[config.mk]
export PLATFORM = sky130hd
export DESIGN_NAME = ts_section_filter_crc_unit_flat
export DESIGN_NICKNAME = d
export VERILOG_FILES = /design/src/hdl/tsf_pkg.sv /design/src/hdl/tsf_req_if.sv /design/src/hdl/tsf_rsp_if.sv /design/src/hdl/tsf_front.sv /design/src/hdl/tsf_queue.sv /design/src/hdl/tsf_back.sv /design/src/hdl/ts_section_filter_crc_unit.sv /design/src/flat_wrapper.sv
export SDC_FILE = /design/constraint.sdc
export NUM_CORES = 1
export LEC_CHECK = 0
export BUFFER_PORTS_ARGS = -buffer_cell sky130_fd_sc_hd__buf_2
export CORE_MARGIN = 4
export CORE_UTILIZATION = 60
export DETAILED_ROUTE_END_ITERATION = 8
export PLACE_DENSITY = 0.78
export SLEW_MARGIN = 10
export SYNTH_ARGS = -nofsm -noshare
export SYNTH_HDL_FRONTEND = slang
export SYNTH_SLANG_ARGS = --single-unit
[constraint.sdc]
create_clock -name clock -period 9 [get_ports clock]
set_clock_uncertainty 0.1 [all_clocks]
set_input_delay 0.9 -clock clock [delete_from_list [all_inputs] [get_ports clock]]
set_output_delay 0.9 -clock clock [all_outputs]
set_load 0.05 [all_outputs]
[src/hdl/tsf_pkg.sv]
`default_nettype none
package tsf_pkg;

   localparam int unsigned PID_WIDTH   = 13;
   localparam int unsigned CSR_WIDTH   = PID_WIDTH;
   localparam int unsigned QUEUE_DEPTH = 4;
   localparam int unsigned QPTR_WIDTH  = $clog2(QUEUE_DEPTH);

   // Payload bytes at or past this position are never part of a section.
   localparam logic [7:0]  TS_BODY_END = 8'd188;

   localparam logic [31:0] CRC_POLY = 32'h04C1_1DB7;
   localparam logic [31:0] CRC_INIT = 32'hFFFF_FFFF;

   localparam logic [12:0] TARGET_PID_RESET = 13'h001f;
   localparam logic [7:0]  TABLE_ID_RESET   = 8'h7f;

   typedef enum logic [0:0] {
      CSR_TARGET_PID = 1'b0,
      CSR_TABLE_ID   = 1'b1
   } csr_index_type;

   typedef enum logic [1:0] {
      STATUS_OK        = 2'd0,
      STATUS_CRC_ERR   = 2'd1,
      STATUS_TRUNCATED = 2'd2
   } status_type;

   // What the packet parser tells the section engine about one byte.
   typedef enum logic [1:0] {
      EV_PKT_START  = 2'd0,
      EV_UNIT_START = 2'd1,
      EV_ARM        = 2'd2,
      EV_DATA       = 2'd3
   } event_kind_type;

   typedef struct packed {
      event_kind_type kind;
      logic [7:0]     data;
      logic           unit_start;
   } event_type;

   // One byte of CRC-32/MPEG-2, MSB first.
   function automatic logic [31:0] crc32_byte(input logic [31:0] crc, input logic [7:0] b);
      logic [31:0] c;
      c = crc ^ {b, 24'h0};
      for (int k = 0; k < 8; k++) begin
         if (c[31]) begin
            c = {c[30:0], 1'b0} ^ CRC_POLY;
         end else begin
            c = {c[30:0], 1'b0};
         end
      end
      return c;
   endfunction

endpackage
`default_nettype wire

[src/hdl/tsf_req_if.sv]
`default_nettype none
interface tsf_req_if;
   logic       valid;
   logic       ready;
   logic [7:0] ts_byte;
   logic       packet_start;

   modport source (output valid, ts_byte, packet_start, input ready);
   modport sink   (input valid, ts_byte, packet_start, output ready);
endinterface
`default_nettype wire

[src/hdl/tsf_rsp_if.sv]
`default_nettype none
interface tsf_rsp_if;
   logic       valid;
   logic       ready;
   logic [7:0] section_byte;
   logic       data_valid;
   logic       last;
   logic [1:0] status;

   modport source (output valid, section_byte, data_valid, last, status, input ready);
   modport sink   (input valid, section_byte, data_valid, last, status, output ready);
endinterface
`default_nettype wire

[src/hdl/tsf_front.sv]
`default_nettype none
module tsf_front #(
   parameter int unsigned PACKET_LENGTH = 188
) (
   input  wire logic                      clock,
   input  wire logic                      reset,
   tsf_req_if.sink                        req_ch,
   input  wire logic [tsf_pkg::PID_WIDTH-1:0] target_pid,
   input  wire logic                      queue_full,
   output logic                           ev_push,
   output tsf_pkg::event_type             ev_data
);
   import tsf_pkg::*;

   localparam logic [7:0] PKT_LEN = 8'(PACKET_LENGTH);

   logic [7:0] pos_ff, pos_in;
   logic [4:0] pid_hi_ff, pid_hi_in;
   logic       uss_ff, uss_in;
   logic       accepted_ff, accepted_in;
   logic       adapt_ff, adapt_in;
   logic       pointer_ff, pointer_in;
   logic [7:0] skip_ff, skip_in;
   logic       accept;
   logic [7:0] b;

   assign req_ch.ready = !queue_full;
   assign accept       = req_ch.valid && req_ch.ready;
   assign b            = req_ch.ts_byte;

   always_comb begin
      pos_in      = pos_ff;
      pid_hi_in   = pid_hi_ff;
      uss_in      = uss_ff;
      accepted_in = accepted_ff;
      adapt_in    = adapt_ff;
      pointer_in  = pointer_ff;
      skip_in     = skip_ff;
      ev_push     = 1'b0;
      ev_data.kind       = EV_DATA;
      ev_data.data       = b;
      ev_data.unit_start = uss_ff;

      if (req_ch.packet_start) begin
         pos_in = 8'd0;
      end else if (pos_ff < PKT_LEN) begin
         pos_in = pos_ff + 8'd1;
      end else begin
         pos_in = PKT_LEN;
      end

      priority if (pos_in == 8'd0) begin
         accepted_in  = 1'b0;
         adapt_in     = 1'b0;
         pointer_in   = 1'b0;
         skip_in      = 8'd0;
         ev_push      = 1'b1;
         ev_data.kind = EV_PKT_START;
      end else if (pos_in == 8'd1) begin
         uss_in    = b[6];
         pid_hi_in = b[4:0];
      end else if (pos_in == 8'd2) begin
         accepted_in = ({pid_hi_ff, b} == target_pid);
      end else if (pos_in == 8'd3) begin
         if (accepted_ff) begin
            if (!b[4]) begin
               accepted_in = 1'b0;
            end else begin
               adapt_in = b[5];
               if (uss_ff) begin
                  pointer_in   = 1'b1;
                  ev_push      = 1'b1;
                  ev_data.kind = EV_UNIT_START;
               end
            end
         end
      end else if (pos_in < TS_BODY_END && accepted_ff) begin
         priority if (adapt_ff) begin
            adapt_in = 1'b0;
            skip_in  = b;
         end else if (skip_ff != 8'd0) begin
            skip_in = skip_ff - 8'd1;
         end else if (pointer_ff) begin
            pointer_in   = 1'b0;
            skip_in      = b;
            ev_push      = 1'b1;
            ev_data.kind = EV_ARM;
         end else begin
            ev_push      = 1'b1;
            ev_data.kind = EV_DATA;
         end
      end else begin
         ev_push = 1'b0;
      end

      ev_push = ev_push && accept;
   end

   always_ff @(posedge clock) begin
      if (reset) begin
         pos_ff      <= 8'd0;
         pid_hi_ff   <= 5'd0;
         uss_ff      <= 1'b0;
         accepted_ff <= 1'b0;
         adapt_ff    <= 1'b0;
         pointer_ff  <= 1'b0;
         skip_ff     <= 8'd0;
      end else if (accept) begin
         pos_ff      <= pos_in;
         pid_hi_ff   <= pid_hi_in;
         uss_ff      <= uss_in;
         accepted_ff <= accepted_in;
         adapt_ff    <= adapt_in;
         pointer_ff  <= pointer_in;
         skip_ff     <= skip_in;
      end
   end

endmodule
`default_nettype wire

[src/hdl/tsf_queue.sv]
`default_nettype none
module tsf_queue (
   input  wire logic               clock,
   input  wire logic               reset,
   input  wire logic               push,
   input  wire tsf_pkg::event_type push_data,
   output logic                    full,
   input  wire logic               pop,
   output logic                    head_valid,
   output tsf_pkg::event_type      head_data
);
   import tsf_pkg::*;

   event_type             entry_ff [QUEUE_DEPTH];
   logic [QPTR_WIDTH-1:0] wr_ptr_ff, rd_ptr_ff;
   logic [QPTR_WIDTH:0]   count_ff, count_in;
   logic                  do_pop;

   assign full       = (count_ff == (QPTR_WIDTH + 1)'(QUEUE_DEPTH));
   assign head_valid = (count_ff != '0);
   assign head_data  = entry_ff[rd_ptr_ff];
   assign do_pop     = pop && head_valid;

   always_comb begin
      count_in = count_ff;
      if (push && !do_pop) begin
         count_in = count_ff + 1'b1;
      end else if (do_pop && !push) begin
         count_in = count_ff - 1'b1;
      end
   end

   always_ff @(posedge clock) begin
      if (reset) begin
         wr_ptr_ff <= '0;
         rd_ptr_ff <= '0;
         count_ff  <= '0;
      end else begin
         count_ff <= count_in;
         if (push) begin
            wr_ptr_ff <= wr_ptr_ff + 1'b1;
         end
         if (do_pop) begin
            rd_ptr_ff <= rd_ptr_ff + 1'b1;
         end
      end
   end

   always_ff @(posedge clock) begin
      if (push) begin
         entry_ff[wr_ptr_ff] <= push_data;
      end
   end

endmodule
`default_nettype wire

[src/hdl/tsf_back.sv]
`default_nettype none
module tsf_back (
   input  wire logic               clock,
   input  wire logic               reset,
   input  wire logic [7:0]         wanted_table_id,
   input  wire logic               ev_valid,
   input  wire tsf_pkg::event_type ev,
   output logic                    ev_pop,
   tsf_rsp_if.source               rsp_ch
);
   import tsf_pkg::*;

   logic        in_section_ff, in_section_in;
   logic        armed_ff, armed_in;
   logic [1:0]  idx_ff, idx_in;
   logic [3:0]  len_hi_ff, len_hi_in;
   logic [12:0] remaining_ff, remaining_in;
   logic [31:0] crc_ff, crc_in;

   logic        out_valid_ff;
   logic [7:0]  out_byte_ff, out_byte_in;
   logic        out_dv_ff, out_dv_in;
   logic        out_last_ff, out_last_in;
   status_type  out_status_ff, out_status_in;

   logic        emit;
   logic        out_ready;
   logic        done;
   logic [31:0] crc_next;

   assign out_ready = !out_valid_ff || rsp_ch.ready;
   assign ev_pop    = ev_valid && (!emit || out_ready);
   assign crc_next  = crc32_byte(crc_ff, ev.data);

   always_comb begin
      in_section_in = in_section_ff;
      armed_in      = armed_ff;
      idx_in        = idx_ff;
      len_hi_in     = len_hi_ff;
      remaining_in  = remaining_ff;
      crc_in        = crc_ff;
      emit          = 1'b0;
      done          = 1'b0;
      out_byte_in   = ev.data;
      out_dv_in     = 1'b1;
      out_last_in   = 1'b0;
      out_status_in = STATUS_OK;

      unique case (ev.kind)
         EV_PKT_START: begin
            armed_in = 1'b0;
         end
         EV_ARM: begin
            armed_in = 1'b1;
         end
         EV_UNIT_START: begin
            if (in_section_ff) begin
               emit          = 1'b1;
               out_byte_in   = 8'd0;
               out_dv_in     = 1'b0;
               out_last_in   = 1'b1;
               out_status_in = STATUS_TRUNCATED;
               in_section_in = 1'b0;
               idx_in        = 2'd0;
               remaining_in  = 13'd0;
               len_hi_in     = 4'd0;
               crc_in        = CRC_INIT;
            end
         end
         EV_DATA: begin
            if (!in_section_ff) begin
               if (armed_ff) begin
                  armed_in = 1'b0;
                  if (ev.data == wanted_table_id) begin
                     emit          = 1'b1;
                     in_section_in = 1'b1;
                     crc_in        = crc32_byte(CRC_INIT, ev.data);
                     idx_in        = 2'd1;
                  end
               end
            end else begin
               emit   = 1'b1;
               crc_in = crc_next;
               unique case (idx_ff)
                  2'd1: begin
                     len_hi_in = ev.data[3:0];
                     idx_in    = 2'd2;
                  end
                  2'd2: begin
                     remaining_in = {1'b0, len_hi_ff, ev.data};
                     idx_in       = 2'd3;
                     done         = ({len_hi_ff, ev.data} == 12'd0);
                  end
                  default: begin
                     if (remaining_ff != 13'd0) begin
                        remaining_in = remaining_ff - 13'd1;
                     end
                     done = (remaining_ff <= 13'd1);
                  end
               endcase
               if (done) begin
                  out_last_in   = 1'b1;
                  out_status_in = (crc_next != 32'd0) ? STATUS_CRC_ERR : STATUS_OK;
                  in_section_in = 1'b0;
                  idx_in        = 2'd0;
                  remaining_in  = 13'd0;
                  len_hi_in     = 4'd0;
                  crc_in        = CRC_INIT;
                  // A unit-start packet may carry the next section right behind.
                  armed_in      = ev.unit_start;
               end
            end
         end
      endcase
   end

   always_ff @(posedge clock) begin
      if (reset) begin
         in_section_ff <= 1'b0;
         armed_ff      <= 1'b0;
         idx_ff        <= 2'd0;
         len_hi_ff     <= 4'd0;
         remaining_ff  <= 13'd0;
         crc_ff        <= CRC_INIT;
         out_valid_ff  <= 1'b0;
      end else begin
         if (ev_pop) begin
            in_section_ff <= in_section_in;
            armed_ff      <= armed_in;
            idx_ff        <= idx_in;
            len_hi_ff     <= len_hi_in;
            remaining_ff  <= remaining_in;
            crc_ff        <= crc_in;
         end
         if (out_ready) begin
            out_valid_ff <= ev_pop && emit;
         end
      end
   end

   always_ff @(posedge clock) begin
      if (ev_pop && emit) begin
         out_byte_ff   <= out_byte_in;
         out_dv_ff     <= out_dv_in;
         out_last_ff   <= out_last_in;
         out_status_ff <= out_status_in;
      end
   end

   assign rsp_ch.valid        = out_valid_ff;
   assign rsp_ch.section_byte = out_byte_ff;
   assign rsp_ch.data_valid   = out_dv_ff;
   assign rsp_ch.last         = out_last_ff;
   assign rsp_ch.status       = out_status_ff;

endmodule
`default_nettype wire

[src/hdl/ts_section_filter_crc_unit.sv]
`default_nettype none
// PSI section filter with CRC-32/MPEG-2 check. Transport stream bytes enter on req_ch at one
// byte per cycle while the queue is not full, with packet_start on each sync byte. A packet
// parser follows the header, PID, adaptation field and pointer field and passes one event per
// relevant byte into a four-entry queue; the section engine behind it matches the table id,
// tracks section_length, runs the CRC one byte per cycle unless rsp_ch stalls and writes each
// section byte into an output register on rsp_ch; the queue lets the input flow on while rsp_ch
// is stalled, until its four entries fill. The last byte of a section carries last with status
// ok or CRC error; a new unit start while a section is open yields a marker with data_valid low,
// last high and status truncated. The user must write target_pid and wanted_table_id through
// csr_* only while the stream idles; the block itself does not enforce this.
module ts_section_filter_crc_unit #(
   parameter int unsigned PACKET_LENGTH = 188
) (
   input  wire logic                          clock,
   input  wire logic                          reset,
   tsf_req_if.sink                            req_ch,
   tsf_rsp_if.source                          rsp_ch,
   input  wire logic                          csr_we,
   input  wire tsf_pkg::csr_index_type        csr_index,
   input  wire logic [tsf_pkg::CSR_WIDTH-1:0] csr_wdata
);
   import tsf_pkg::*;

   logic [PID_WIDTH-1:0] target_pid_ff;
   logic [7:0]           table_id_ff;
   logic                 queue_full;
   logic                 ev_push;
   event_type            ev_in;
   logic                 ev_valid;
   event_type            ev_head;
   logic                 ev_pop;

   always_ff @(posedge clock) begin
      if (reset) begin
         target_pid_ff <= TARGET_PID_RESET;
         table_id_ff   <= TABLE_ID_RESET;
      end else if (csr_we) begin
         unique case (csr_index)
            CSR_TARGET_PID: target_pid_ff <= csr_wdata[PID_WIDTH-1:0];
            CSR_TABLE_ID:   table_id_ff   <= csr_wdata[7:0];
         endcase
      end
   end

   tsf_front #(
      .PACKET_LENGTH (PACKET_LENGTH)
   ) u_front (
      .clock      (clock),
      .reset      (reset),
      .req_ch     (req_ch),
      .target_pid (target_pid_ff),
      .queue_full (queue_full),
      .ev_push    (ev_push),
      .ev_data    (ev_in)
   );

   tsf_queue u_queue (
      .clock      (clock),
      .reset      (reset),
      .push       (ev_push),
      .push_data  (ev_in),
      .full       (queue_full),
      .pop        (ev_pop),
      .head_valid (ev_valid),
      .head_data  (ev_head)
   );

   tsf_back u_back (
      .clock           (clock),
      .reset           (reset),
      .wanted_table_id (table_id_ff),
      .ev_valid        (ev_valid),
      .ev              (ev_head),
      .ev_pop          (ev_pop),
      .rsp_ch          (rsp_ch)
   );

endmodule
`default_nettype wire
[src/flat_wrapper.sv]
// flat-port wrapper written by rule: the top's interface ports become plain ports
module ts_section_filter_crc_unit_flat import tsf_pkg::*;
#(
   parameter int unsigned PACKET_LENGTH = 188
)
  (clock, reset, csr_we, csr_index, csr_wdata, req_ch_valid, req_ch_ts_byte, req_ch_packet_start, req_ch_ready, rsp_ch_valid, rsp_ch_section_byte, rsp_ch_data_valid, rsp_ch_last, rsp_ch_status, rsp_ch_ready);
  tsf_req_if req_ch_i ();
  tsf_rsp_if rsp_ch_i ();
  input  wire logic clock;
  input  wire logic reset;
  input  wire logic csr_we;
  input  wire tsf_pkg::csr_index_type csr_index;
  input  wire logic [tsf_pkg::CSR_WIDTH-1:0] csr_wdata;
  input wire logic [$bits(req_ch_i.valid)-1:0] req_ch_valid;
  input wire logic [$bits(req_ch_i.ts_byte)-1:0] req_ch_ts_byte;
  input wire logic [$bits(req_ch_i.packet_start)-1:0] req_ch_packet_start;
  output wire logic [$bits(req_ch_i.ready)-1:0] req_ch_ready;
  output wire logic [$bits(rsp_ch_i.valid)-1:0] rsp_ch_valid;
  output wire logic [$bits(rsp_ch_i.section_byte)-1:0] rsp_ch_section_byte;
  output wire logic [$bits(rsp_ch_i.data_valid)-1:0] rsp_ch_data_valid;
  output wire logic [$bits(rsp_ch_i.last)-1:0] rsp_ch_last;
  output wire logic [$bits(rsp_ch_i.status)-1:0] rsp_ch_status;
  input wire logic [$bits(rsp_ch_i.ready)-1:0] rsp_ch_ready;
  assign req_ch_i.valid = req_ch_valid;
  assign req_ch_i.ts_byte = req_ch_ts_byte;
  assign req_ch_i.packet_start = req_ch_packet_start;
  assign req_ch_ready = req_ch_i.ready;
  assign rsp_ch_valid = rsp_ch_i.valid;
  assign rsp_ch_section_byte = rsp_ch_i.section_byte;
  assign rsp_ch_data_valid = rsp_ch_i.data_valid;
  assign rsp_ch_last = rsp_ch_i.last;
  assign rsp_ch_status = rsp_ch_i.status;
  assign rsp_ch_i.ready = rsp_ch_ready;
  ts_section_filter_crc_unit #(.PACKET_LENGTH(PACKET_LENGTH)) u_core (.clock(clock), .reset(reset), .req_ch(req_ch_i), .rsp_ch(rsp_ch_i), .csr_we(csr_we), .csr_index(csr_index), .csr_wdata(csr_wdata));
endmodule
==> results by group <==
Status
  – Outcome: finished clean

Pwr
  – Combinational Power Share: roughly half
  – Clock share of power: 22.3%
  – Switching power: 1.323 mW
  – Leakage: 3.616 nW
  – Seq pwr share: 27.1%
  – Sw frac: about two fifths
  – Peak VDD IR: 0.2017 mV
  – Internal power: 1.865 mW
  – Power per cell area: 317.1 mW/mm^2

Clock network
  – Resized cells post-CTS: 0
  – CTS tree: yes
  – H-tree depth: 4
  – Clk pin slew, worst setup/hold paths: 0.07 ns
  – # hold bufs at CTS: 0
  – Postcts setup bufs: 0
  – Root Buffer: clkbuf_16
  – CTS Buf Count: 17
  – Worst skew pair latency: 0.43 ns
  – Clock Path Buffers: 2
  – CTS Sinks: 165

Timing
  – Unrepaired setup endpoints after global routing: no
  – Setup TNS: 0 ns
  – Final Hold Viols: 0
  – Worst rel slew slack: 29.55%
  – Max Clk Rate: approximately 220 MHz
  – Fin crit share: approximately 50%
  – Fin. max-slew vios: 0
  – Final setup fails: 0
  – Worst-margin pin slew: 1.048 ns
  – Crit path time final: approximately 4.5 ns

Placed design
  – Hpwl dp: 15260 um
  – # port buffers: 41
  – Area after DPL: 0.009480 sq mm
  – Placer Congestion: 0.9608

Worst setup path
  – Crit path required time: 9.26 ns
  – Startpoint types: register
  – CP max-delay cell: dfxtp_1
  – Worst setup path category: reg2reg
  – Worst path top cell family by delay: compound AO/OA/AOI/OAI gates
  – Crit Reg-Reg Startpoint: u_core.u_front.pos_ff[0]
  – Crit end category: register
  – Crit path largest cell delay: 0.65 ns
  – Max FO, Critical Path: 17
  – Worst Setup SP: u_core.u_front.pos_ff[0]
  – Crit path DAT: 4.80 ns
  – CP cell instances: ha_1, and3_1, and4_1, o2111ai_1, nor2b_1, a21oi_1, a31oi_1, ha_1, inv_1, fa_1, xor2_1, or3_1, a21oi_1
  – Buf+Inv Stages, Crit Path: 1

Yosys
  – Synth area leaders: dfxtp_1, edfxtp_1, xnor2_1
  – Syn_area_per_cell: 9.448 sq um
  – Main synth FF type: dfxtp_1
  – Netlist cell types: between 60 and 70
  – Mapped Area: just over 0.009 sq mm
  – Post-synth top area share: 23.69%
  – Register area share after synthesis: 41.95%
  – Post-synthesis net count: 1019
  – Synth Warn #: 0
  – Ys async rst share: 0%
  – Synth area leader: dfxtp_1
  – Synth Register Bits: about 170
  – Synth Instances: 975
  – EDFF count, synth: 56

Detailed routing
  – Initial DRC count: around 730
  – WL/cell: between 15 and 20 um
  – WL final: 22000 um
  – Vias per cell: 6.193
  – Pre-antenna DRT Iters: 5
  – Antenna Nets Post-Route: 0
  – Residual DRC count: 0
  – Routed vias: 7370

Cells and area
  – # diodes: 0
  – Fin nets: approximately 1000
  – Layout cell share with drive strength beyond 1: 11.08%
  – Final Instance Area: 0.01005 sq mm
  – Synth-to-layout area growth: 9.128%

Floorplanning
  – Die Ht: 131.9 um
  – I/O Pins: 42
  – Die width: 131.9 um
  – Total core area: 0.01515 sq mm
  – Cell Rows: 45
  – Die area: 0.01740 sq mm
  – Initial core utilization: 60.82%

GRT
  – Global-route wire length before repair: 35850 um
  – Total GRT Usage: about a quarter
  – Remaining global-route overflow: 0
  – Largest net degree at the start of global routing: 60
  – Number of global-route vias before repair: roughly 7000
  – Initial antenna violation count: 0

Hold path
  – Hold WC Path Type: reg2reg
  – HP Start: u_core.target_pid_ff[9]

Flow run
  – Max-Cap Viols: 0
## area by class of cell
class	instances	area, sq um
Clock inverter	14	142.6
Inverter	25	93.84
Multi-Input combinational cell	732	5027
Fill cell	1212	5094
Tap cell	188	235.2
Clock buffer	18	429.2
Timing Repair Buffer	48	260.3
Sequential cell	165	3864
## synthesized netlist by cell type, drive strengths merged (4+ instances only)
master  count
inv        25
o211ai      5
or2         5
a31oi      11
nor2       80
nand3b      8
a211o      20
nor3b       4
edfxtp     56
nor4        8
clkbuf     44
o31ai       4
or3        12
ha         15
a211oi      4
nor3       20
and2       11
xor2       44
o22ai      16
a21oi      58
xnor2     101
and3       12
nand2      99
a22oi      12
o21bai      4
dfxtp     109
nand2b     19
a221oi      9
nor2b       9
o32a        4
nand3      22
nand4       9
mux2i      14
o21ai      43
mux4       12
buf         9
## power by group through the flow
stage	Clock [mW]	Combinational, mW	Sequential, mW
final	0.711	1.61	0.864
after global routing	0.754	1.73	0.871
after CTS	0.717	1.58	0.865
after detailed placement	0	1.57	0.882
after global placement	0	1.55	0.879
after floorplan	0	1.27	0.855
## path summary, 6_finish.rpt
kind,endpoint,slack [ns],cells past startpoint
setup / recovery,u_core.u_queue.count_ff[2],4.46,13
hold / removal,u_core.target_pid_ff[9],0.37,2
setup reg to reg,u_core.u_queue.count_ff[2],4.46,13
hold reg to reg,u_core.target_pid_ff[9],0.37,2
## cell families (layout without fill, tap and decap cells)
group | count (synthesis) | after routing | share of synthesized area [%]
mux | 27 | 27 | 4.578
buf+inv | 78 | 105 | 3.477
compound gates | 215 | 215 | 15.19
flops | 165 | 165 | 41.95
xor+xnor | 145 | 145 | 15.09
simple gates | 329 | 329 | 17.47
fa+ha+maj | 16 | 16 | 2.255
## per-layer routing
layer | vias to the layer above | track usage (%) | wire length, um
met5 | - | 0 | 0
met4 | 0 | 11.38 | 797
met3 | 67 | 4.389 | 1408
met2 | 285 | 41.11 | 10480
met1 | 3495 | 33.34 | 9316
li1 | 3523 | - | -
## metrics by stage
step | total power, mW | util, % | hold WS, ns | cells | setup slack [ns]
6_report | 3.188 | 66.37 | 0.3682 | 1190 | 4.462
5_1_grt | 3.355 | 66.37 | 0.3917 | 1190 | 3.974
4_1_cts | 3.160 | 66.37 | 0.3720 | 1190 | 4.492
3_5_place_dp | 2.448 | 62.59 | 0.3625 | 1158 | 4.515
3_3_place_gp | 2.431 | 62.59 | 0.3546 | 1158 | 4.663
2_1_floorplan | 2.125 | - | 0.3450 | 975 | 5.325
## registers in the layout, summed over array words and instances, names as in the netlist, 2 cells and up, named ones only
register / flops
u_core.table_id_ff: 8
u_core.u_back.crc_ff: 32
u_core.u_front.pid_hi_ff: 5
u_core.u_queue.rd_ptr_ff: 2
u_core.u_back.rsp_ch.section_byte: 8
u_core.u_back.rsp_ch.status: 2
u_core.u_back.len_hi_ff: 4
u_core.u_front.pos_ff: 8
u_core.u_back.remaining_ff: 13
u_core.u_queue.wr_ptr_ff: 2
u_core.u_queue.count_ff: 3
u_core.u_back.idx_ff: 2
u_core.u_front.skip_ff: 8
u_core.target_pid_ff: 13
u_core.u_queue.entry_ff: 44
## cells in the final DEF, fill, tap and decap left out, drive strengths merged, types with 5 or more instances in the layout
master | synthesis | layout
o22ai | 16 | 16
o21ai | 43 | 43
inv | 25 | 33
buf | 9 | 48
a31oi | 11 | 11
nand2b | 19 | 19
or3 | 12 | 12
a21oi | 58 | 58
nor2 | 80 | 80
nand3b | 8 | 8
ha | 15 | 15
dfxtp | 109 | 109
a211o | 20 | 20
nor2b | 9 | 9
o211ai | 5 | 5
a22oi | 12 | 12
edfxtp | 56 | 56
mux2i | 14 | 14
xnor2 | 101 | 101
or2 | 5 | 5
and2 | 11 | 11
clkbuf | 44 | 18
nand2 | 99 | 99
a221oi | 9 | 9
nor4 | 8 | 8
clkinv | 0 | 5
nor3 | 20 | 20
mux4 | 12 | 12
nand4 | 9 | 9
and3 | 12 | 12
xor2 | 44 | 44
nand3 | 22 | 22
## worst min-delay path: stages, from the launching register on
cell,delay [ns]
dfxtp_1,0.32
nand2_1,0.05
a21oi_1,0.05
(Power assumes the default switching activity.)
